<file path="src/hdl/ledsu_pkg.sv">
`timescale 1ns / 1ps
`default_nettype none
package ledsu_pkg;

	localparam int VALUE_WIDTH_DEF = 32;
	localparam int QUEUE_DEPTH = 4;
	localparam int COUNT_WIDTH = 4;
	localparam int SUM_WIDTH = 64;
	localparam int DIST_WIDTH = 32;
	localparam int TOTAL_WIDTH = 48;
	localparam int STEP_WIDTH = 5;
	localparam logic [TOTAL_WIDTH-1:0] TOTAL_MAX = '1;
	localparam logic [SUM_WIDTH-1:0] SUM_MAX = '1;

	typedef struct packed {
		logic [SUM_WIDTH-1:0] square_sum;
		logic                 last;
		logic                 sat;
	} point_t;

endpackage
`default_nettype wire

</file>
<file path="src/hdl/ledsu_queue.sv">
`timescale 1ns / 1ps
`default_nettype none
module ledsu_queue (
	input  wire logic                            clk,
	input  wire logic                            arst_n,
	input  wire logic                            push,
	input  wire ledsu_pkg::point_t               push_entry,
	input  wire logic                            pop,
	output ledsu_pkg::point_t                    head,
	output logic                                 empty,
	output logic [ledsu_pkg::COUNT_WIDTH-1:0]    count
);
	import ledsu_pkg::*;

	localparam int PW = $clog2(QUEUE_DEPTH);

	point_t                 entry_q [QUEUE_DEPTH];
	logic [PW-1:0]          wr_q;
	logic [PW-1:0]          rd_q;
	logic [COUNT_WIDTH-1:0] count_q;
	logic                   do_pop;

	assign do_pop = pop && (count_q != '0);
	assign head   = entry_q[rd_q];
	assign empty  = (count_q == '0);
	assign count  = count_q;

	always_ff @(posedge clk) begin
		if (push) begin
			entry_q[wr_q] <= push_entry;
		end
	end

	always_ff @(posedge clk or negedge arst_n) begin
		if (!arst_n) begin
			wr_q    <= '0;
			rd_q    <= '0;
			count_q <= '0;
		end else begin
			if (push) begin
				wr_q <= wr_q + PW'(1);
			end
			if (do_pop) begin
				rd_q <= rd_q + PW'(1);
			end
			if (push && !do_pop) begin
				count_q <= count_q + COUNT_WIDTH'(1);
			end else if (!push && do_pop) begin
				count_q <= count_q - COUNT_WIDTH'(1);
			end
		end
	end

endmodule
`default_nettype wire

</file>
<file path="src/hdl/ledsu_front.sv">
`timescale 1ns / 1ps
`default_nettype none
module ledsu_front #(
	parameter int VALUE_WIDTH = ledsu_pkg::VALUE_WIDTH_DEF
) (
	input  wire logic                            clk,
	input  wire logic                            arst_n,
	input  wire logic signed [31:0]              first_value,
	input  wire logic signed [31:0]              second_value,
	input  wire logic                            point_end,
	input  wire logic                            series_end,
	input  wire logic                            push,
	output logic                                 full,
	input  wire logic [ledsu_pkg::COUNT_WIDTH-1:0] queue_count,
	output logic                                 queue_push,
	output ledsu_pkg::point_t                    queue_entry
);
	import ledsu_pkg::*;

	logic                         accept;
	logic [32:0]                  a_ext;
	logic [32:0]                  b_ext;
	logic [32:0]                  diff;
	logic [32:0]                  diff_abs;
	logic [SUM_WIDTH:0]           sum_wide;
	logic [SUM_WIDTH-1:0]         sum_new;
	logic                         sat_new;
	logic [COUNT_WIDTH-1:0]       pending;

	logic                         valid_s1;
	logic [VALUE_WIDTH-1:0]       mag_s1;
	logic                         pe_s1;
	logic                         se_s1;
	logic                         valid_s2;
	logic [2*VALUE_WIDTH-1:0]     sq_s2;
	logic                         pe_s2;
	logic                         se_s2;
	logic [SUM_WIDTH-1:0]         square_sum_q;
	logic                         sat_q;

	assign pending = queue_count
		+ COUNT_WIDTH'(valid_s1 && pe_s1)
		+ COUNT_WIDTH'(valid_s2 && pe_s2);
	assign full   = (pending >= COUNT_WIDTH'(QUEUE_DEPTH));
	assign accept = push && !full;

	assign a_ext    = {{(33-VALUE_WIDTH){first_value[VALUE_WIDTH-1]}},
		first_value[VALUE_WIDTH-1:0]};
	assign b_ext    = {{(33-VALUE_WIDTH){second_value[VALUE_WIDTH-1]}},
		second_value[VALUE_WIDTH-1:0]};
	assign diff     = a_ext - b_ext;
	assign diff_abs = diff[32] ? (33'd0 - diff) : diff;

	assign sum_wide = {1'b0, square_sum_q} + (SUM_WIDTH+1)'(sq_s2);
	assign sum_new  = sum_wide[SUM_WIDTH] ? SUM_MAX : sum_wide[SUM_WIDTH-1:0];
	assign sat_new  = sat_q || sum_wide[SUM_WIDTH];

	assign queue_push             = valid_s2 && pe_s2;
	assign queue_entry.square_sum = sum_new;
	assign queue_entry.last       = se_s2;
	assign queue_entry.sat        = sat_new;

	always_ff @(posedge clk) begin
		mag_s1 <= diff_abs[VALUE_WIDTH-1:0];
		pe_s1  <= point_end;
		se_s1  <= series_end;
		sq_s2  <= mag_s1 * mag_s1;
		pe_s2  <= pe_s1;
		se_s2  <= se_s1;
	end

	always_ff @(posedge clk or negedge arst_n) begin
		if (!arst_n) begin
			valid_s1     <= 1'b0;
			valid_s2     <= 1'b0;
			square_sum_q <= '0;
			sat_q        <= 1'b0;
		end else begin
			valid_s1 <= accept;
			valid_s2 <= valid_s1;
			if (valid_s2) begin
				if (pe_s2) begin
					square_sum_q <= '0;
					sat_q        <= se_s2 ? 1'b0 : sat_new;
				end else begin
					square_sum_q <= sum_new;
					sat_q        <= sat_new;
				end
			end
		end
	end

endmodule
`default_nettype wire

</file>
<file path="src/hdl/ledsu_back.sv">
`timescale 1ns / 1ps
`default_nettype none
module ledsu_back (
	input  wire logic                                clk,
	input  wire logic                                arst_n,
	input  wire ledsu_pkg::point_t                   head,
	input  wire logic                                queue_empty,
	output logic                                     queue_pop,
	output logic [ledsu_pkg::DIST_WIDTH-1:0]         point_distance,
	output logic [ledsu_pkg::TOTAL_WIDTH-1:0]        running_total,
	output logic                                     series_last,
	output logic                                     overflow,
	output logic                                     empty,
	input  wire logic                                pop
);
	import ledsu_pkg::*;

	typedef enum logic [1:0] {
		ST_IDLE,
		ST_ROOT,
		ST_SUM
	} state_t;

	state_t                  state_q;
	logic [SUM_WIDTH-1:0]    rem_q;
	logic [SUM_WIDTH-1:0]    root_q;
	logic [STEP_WIDTH-1:0]   step_q;
	logic                    last_q;
	logic                    fsat_q;
	logic [TOTAL_WIDTH-1:0]  total_q;
	logic                    bsat_q;
	logic                    out_valid_q;
	logic [DIST_WIDTH-1:0]   dist_q;
	logic [TOTAL_WIDTH-1:0]  out_total_q;
	logic                    out_last_q;
	logic                    out_sat_q;

	logic [SUM_WIDTH-1:0]    bit_val;
	logic [SUM_WIDTH-1:0]    trial;
	logic [TOTAL_WIDTH:0]    total_wide;
	logic                    total_ovf;
	logic                    out_free;

	assign bit_val    = SUM_WIDTH'(1) << {step_q, 1'b0};
	assign trial      = root_q + bit_val;
	assign total_wide = {1'b0, total_q} + (TOTAL_WIDTH+1)'(root_q[DIST_WIDTH-1:0]);
	assign total_ovf  = total_wide[TOTAL_WIDTH];
	assign out_free   = !out_valid_q || pop;
	assign queue_pop  = (state_q == ST_IDLE) && !queue_empty;

	assign point_distance = dist_q;
	assign running_total  = out_total_q;
	assign series_last    = out_last_q;
	assign overflow       = out_sat_q;
	assign empty          = !out_valid_q;

	always_ff @(posedge clk) begin
		if (state_q == ST_SUM && out_free) begin
			dist_q      <= root_q[DIST_WIDTH-1:0];
			out_total_q <= total_ovf ? TOTAL_MAX : total_wide[TOTAL_WIDTH-1:0];
			out_last_q  <= last_q;
			out_sat_q   <= fsat_q || bsat_q || total_ovf;
		end
	end

	always_ff @(posedge clk or negedge arst_n) begin
		if (!arst_n) begin
			state_q     <= ST_IDLE;
			rem_q       <= '0;
			root_q      <= '0;
			step_q      <= '0;
			last_q      <= 1'b0;
			fsat_q      <= 1'b0;
			total_q     <= '0;
			bsat_q      <= 1'b0;
			out_valid_q <= 1'b0;
		end else begin
			if (state_q == ST_SUM && out_free) begin
				out_valid_q <= 1'b1;
			end else if (pop) begin
				out_valid_q <= 1'b0;
			end
			unique case (state_q)
				ST_IDLE: begin
					if (!queue_empty) begin
						rem_q   <= head.square_sum;
						root_q  <= '0;
						step_q  <= '1;
						last_q  <= head.last;
						fsat_q  <= head.sat;
						state_q <= ST_ROOT;
					end
				end
				ST_ROOT: begin
					if (rem_q >= trial) begin
						rem_q  <= rem_q - trial;
						root_q <= (root_q >> 1) + bit_val;
					end else begin
						root_q <= root_q >> 1;
					end
					step_q <= step_q - STEP_WIDTH'(1);
					if (step_q == '0) begin
						state_q <= ST_SUM;
					end
				end
				ST_SUM: begin
					if (out_free) begin
						if (last_q) begin
							total_q <= '0;
							bsat_q  <= 1'b0;
						end else begin
							total_q <= total_ovf ? TOTAL_MAX : total_wide[TOTAL_WIDTH-1:0];
							bsat_q  <= bsat_q || total_ovf;
						end
						state_q <= ST_IDLE;
					end
				end
				default: begin
					state_q <= ST_IDLE;
				end
			endcase
		end
	end

endmodule
`default_nettype wire

</file>
<file path="src/hdl/lockstep_euclidean_distance_sum_unit.sv">
// Lock-step Euclidean distance sum unit.
// Input channel: push/full. Each transaction carries one attribute pair
// (first_value, second_value, signed Q16.16) with point_end and series_end.
// Result channel: empty/pop. One result per transaction with point_end set:
// point_distance (Q16.16), running_total (Q32.16, saturating), series_last
// and overflow. Transactions without point_end produce no result.
// Attribute pairs are taken one per cycle while full is low; a two-stage
// front pipe squares and accumulates, then hands each finished point to a
// four-entry queue. The back end loads each point from the queue, runs the
// bit-serial square root (one result bit per cycle), then adds the total.
// The square root loop sets the pace: the back end takes a new point only
// once the last is done; attribute pairs in between flow at one per cycle while the queue has room.
// full rises when the queue plus points still in the front pipe fill it.
// A stalled receiver holds the result register; the back end finishes the
// next point and waits, and the queue then fills and raises full.
// Reset clears all sums, the total, the overflow history and the queue.
`timescale 1ns / 1ps
`default_nettype none
module lockstep_euclidean_distance_sum_unit #(
	parameter int VALUE_WIDTH = ledsu_pkg::VALUE_WIDTH_DEF
) (
	input  wire logic                               clk,
	input  wire logic                               arst_n,
	input  wire logic signed [31:0]                 first_value,
	input  wire logic signed [31:0]                 second_value,
	input  wire logic                               point_end,
	input  wire logic                               series_end,
	input  wire logic                               push,
	output logic                                    full,
	output logic [ledsu_pkg::DIST_WIDTH-1:0]        point_distance,
	output logic [ledsu_pkg::TOTAL_WIDTH-1:0]       running_total,
	output logic                                    series_last,
	output logic                                    overflow,
	output logic                                    empty,
	input  wire logic                               pop
);
	import ledsu_pkg::*;

	logic                   q_push;
	point_t                 q_entry;
	logic                   q_pop;
	point_t                 q_head;
	logic                   q_empty;
	logic [COUNT_WIDTH-1:0] q_count;

	ledsu_front #(
		.VALUE_WIDTH(VALUE_WIDTH)
	) u_front (
		.clk         (clk),
		.arst_n      (arst_n),
		.first_value (first_value),
		.second_value(second_value),
		.point_end   (point_end),
		.series_end  (series_end),
		.push        (push),
		.full        (full),
		.queue_count (q_count),
		.queue_push  (q_push),
		.queue_entry (q_entry)
	);

	ledsu_queue u_queue (
		.clk       (clk),
		.arst_n    (arst_n),
		.push      (q_push),
		.push_entry(q_entry),
		.pop       (q_pop),
		.head      (q_head),
		.empty     (q_empty),
		.count     (q_count)
	);

	ledsu_back u_back (
		.clk           (clk),
		.arst_n        (arst_n),
		.head          (q_head),
		.queue_empty   (q_empty),
		.queue_pop     (q_pop),
		.point_distance(point_distance),
		.running_total (running_total),
		.series_last   (series_last),
		.overflow      (overflow),
		.empty         (empty),
		.pop           (pop)
	);

endmodule
`default_nettype wire

</file>
<file path="config.mk">
export PLATFORM = sky130hd
export DESIGN_NAME = lockstep_euclidean_distance_sum_unit
export DESIGN_NICKNAME = d
export VERILOG_FILES = /design/src/hdl/ledsu_pkg.sv /design/src/hdl/ledsu_queue.sv /design/src/hdl/ledsu_front.sv /design/src/hdl/ledsu_back.sv /design/src/hdl/lockstep_euclidean_distance_sum_unit.sv
export SDC_FILE = /design/constraint.sdc
export NUM_CORES = 2
export LEC_CHECK = 0
export BUFFER_PORTS_ARGS = -buffer_cell sky130_fd_sc_hd__buf_2
export CAP_MARGIN = 25
export CORE_MARGIN = 4
export CORE_UTILIZATION = 53
export CTS_CLUSTER_DIAMETER = 40
export DETAILED_ROUTE_END_ITERATION = 6
export PLACE_DENSITY = 0.73
export SLEW_MARGIN = 20
export SYNTH_ARGS = -nofsm -noshare
export SYNTH_HDL_FRONTEND = slang
export SYNTH_SLANG_ARGS = --single-unit
</file>
<file path="constraint.sdc">
create_clock -name clk -period 8.8 [get_ports clk]
set_input_delay 0.88 -clock clk [delete_from_list [all_inputs] [get_ports clk]]
set_output_delay 0.88 -clock clk [all_outputs]
set_load 0.05 [all_outputs]
</file>
==> impl_metrics.yaml <==
run_status:
  status: "finished clean"
detailed_routing:
  post_drt_via_cell_ratio: 5.756
  drc: 0
  dr_total_vias: 52700
  postRouteAntennaNets: 0
  dr.pass1.iters: 5
  routed_wl_um: 180400
  drt-initial-drc-count: 3626
  wire_per_inst_um: 19.70
floorplanning:
  die_x_um: 373.6
  num_rows: 133
  design.core.area_um2: 132100
  initial_core_util_pct: 53.62
  dieHeight_um: 373.6
  die_area_um2: 139600
  io_pins: 154
synth:
  synth_area_leaders: "fa_1, edfxtp_1, ha_1, dfrtp_1, inv_1"
  syn_area_per_cell_um2: 9.740
  synthTopCellsByCount: "inv_1, fa_1, nand2_1"
  ys_ff_latch: 707
  synth_fp_nets: 8705
  ys_seq_area_share_pct: 26.72
  yosysWarningCount: 0
  synthFlopType: "edfxtp_1"
  synth_edf_count: 346
  yosysMostFrequentCell: "inv_1"
  synth_top_area_share_pct: 22.55
  ys_types: 97
  synth_top_area_cell: "fa_1"
  synth_area_um2: 70850
  async_flop_share_pct: 37.06
  syn-instance-count: 7274
clock_network:
  cts_max_level: 3
  cts_sinks: 707
  clock_path_buffers: 3
  clkTransAtPathRegs_ns: 0.06
  cts_buffers: 95
  post-cts-setup-buffers: 0
  cts_tree: "yes"
  cts_root_buf: "clkbuf_16"
  clk_latency_ns: 0.72
worst_setup_path:
  r2r-start: "u_front.mag_s1[28]$_DFF_P_"
  required_ns: 9.39
  crit_fanout: 18
  max_stage_delay_ns: 0.76
  crit_path_start_kind: "flip-flop"
  r2r_slack_ns: 0.15
  cpMostUsedCell: "fa_1"
  path_buf_inv: 4
  critical_path.top_delay_family: "adder cells"
  worst_ep_arrival_time_ns: 9.25
  endpoint_kind: "flip-flop"
  critPathSlowestCell: "dfxtp_1"
  r2r-end: "u_front.sq_s2[62]$_DFF_P_"
  r2r_cells: 25
  worstSetupPathType: "reg2reg"
place:
  io_buffer_count: 153
  gp_congestion: 0.9189
  hpwl_um: 141000
  dp.cells: 8977
grt:
  grt.overflow.total: 0
  grt_start_max_net_pins: 107
  grt_pass1_vias: 54660
  grt_pass1_wl_um: 292300
  grt_use_total_pct: 25.81
  grt_antenna_before_repair: 0
layout:
  drive_gt1_share_pct: 8.214
  fin_nets: 8751
  fillCellCount: 11310
  n_antenna_cell: 0
  final_cells: 9157
  area_delta_synth_final_pct: 8.600
timing:
  period_share_pct: 98.34
  relSlewSlack_pct: 36.70
  fmax_mhz: 115.6
  worst_pin_slew_ns: 0.9494
  final.min_clock_period_ns: 8.654
  finalHoldViolCount: 0
  skew_ns: 0.04545
  setup_violations: 0
  maxSlewViolCount: 0
job:
  max-cap-violations: 0
min_path:
  min-delay-path-class: "in2async"
## placed cells by master (no fill, tap or decap), types with 160 or more instances in the layout
master       n
and2_1     239
dfrtp_1    260
edfxtp_1   346
inv_1     1097
xnor2_1    243
xor2_1     171
nand2_1    683
nor2_1     371
ha_1       563
fa_1       798
o21ai_0    320
a21oi_1    389
a21o_1     160
## worst max path at each step
| stage | start | to | slack (ns) | cells after the start |
|---|---|---|---|---|
| after floorplan | u_front.mag_s1[7]$_DFF_P_ | u_front.sq_s2[59]$_DFF_P_ | 0.73 | 28 |
| after global placement | u_front.mag_s1[28]$_DFF_P_ | u_front.sq_s2[62]$_DFF_P_ | 0.37 | 25 |
| after detailed placement | u_front.mag_s1[18]$_DFF_P_ | u_front.sq_s2[62]$_DFF_P_ | 0.29 | 27 |
| after CTS | u_front.mag_s1[18]$_DFF_P_ | u_front.sq_s2[62]$_DFF_P_ | 0.31 | 27 |
| after global routing | u_front.mag_s1[9]$_DFF_P_ | u_front.sq_s2[62]$_DFF_P_ | -0.01 | 29 |
| final | u_front.mag_s1[28]$_DFF_P_ | u_front.sq_s2[62]$_DFF_P_ | 0.15 | 25 |
## per-layer routing
| metal | part of all wire, % | track usage, % | vias up |
|---|---|---|---|
| met3 | 5.8 | 3.284 | 382 |
| met1 | 42 | 34.16 | 26130 |
| met2 | 48 | 43.61 | 1689 |
| met5 | 0 | 0 | - |
| li1 | - | - | 24500 |
| met4 | 3.9 | 9.647 | 0 |
## sequential cells by signal, indices dropped and copies added (netlist names), 2 cells and up
name,flops
u_back.root_q,64
u_back.state_q,2
u_queue.count,4
u_queue.wr_q,2
u_back.step_q,5
u_back.rem_q,64
u_back.running_total,48
u_front.sq_s2,63
u_back.total_q,48
u_queue.entry_q,264
u_front.square_sum_q,64
u_back.point_distance,32
u_front.mag_s1,32
u_queue.rd_q,2
## cells by family (layout without fill, tap and decap cells)
logic type / after synthesis / in the layout / share of synthesized area [%]
AOI/OAI and AO/OA: 1469 / 1469 / 13.46
muxes: 92 / 92 / 2.474
adders and majority gates: 1361 / 1361 / 32.49
xor gates and xnor gates: 416 / 416 / 5.164
and+or+nand+nor: 1817 / 1817 / 12.17
DFF: 707 / 707 / 26.72
buffers and inverters: 1412 / 1540 / 7.521
## area by class of cell
class	count	area, µm²	share of cell area, %
repair buffers	259	1618	2.103
clock inverters	72	882.1	1.146
inverters	1102	4143	5.384
multi-input cells	5155	46680	60.67
clock buffers	107	2482	3.226
flip-flops and latches	707	18940	24.62
well taps	1755	2196	2.854
## stage by stage
step	area [µm²]	hold WS, ns	setup WS (ns)	setup TNS (ns)	util [%]
final	76940	0.2319	0.1459	0	58.23
after global routing	76940	0.2497	-0.009535	-0.01808	58.23
after CTS	76870	0.2166	0.3103	0	58.18
after detailed placement	73510	0.3232	0.2873	0	55.63
after global placement	73500	0.3123	0.3671	0	55.63
after floorplan	70850	0.3096	0.7322	0	-
## worst reg2reg max path: stages (launching register included)
cell and delay, ns:
dfxtp_1 0.76, buf_4 0.40, inv_1 0.30, nor2_1 0.47, inv_1 0.12, fa_1 0.51
inv_1 0.05, fa_1 0.48, fa_1 0.44, fa_1 0.53, fa_1 0.43, fa_1 0.52
fa_1 0.47, ha_1 0.31, ha_1 0.37, a21o_1 0.19, a21oi_1 0.14, nor2b_1 0.06
a311o_1 0.33, o21bai_1 0.14, o211ai_1 0.16, o31a_1 0.34, a311oi_1 0.48, a2bb2oi_1 0.31
o31ai_1 0.12, xor2_1 0.15
## what timing repair did
item	CTS	global route
hold buffers	0	0
gates resized for setup	0	16
setup endpoints to repair	0	11
Power is left out: the tool's default activity adds up to more than one toggle a clock period on the data nets, which glitch-free logic cannot reach.
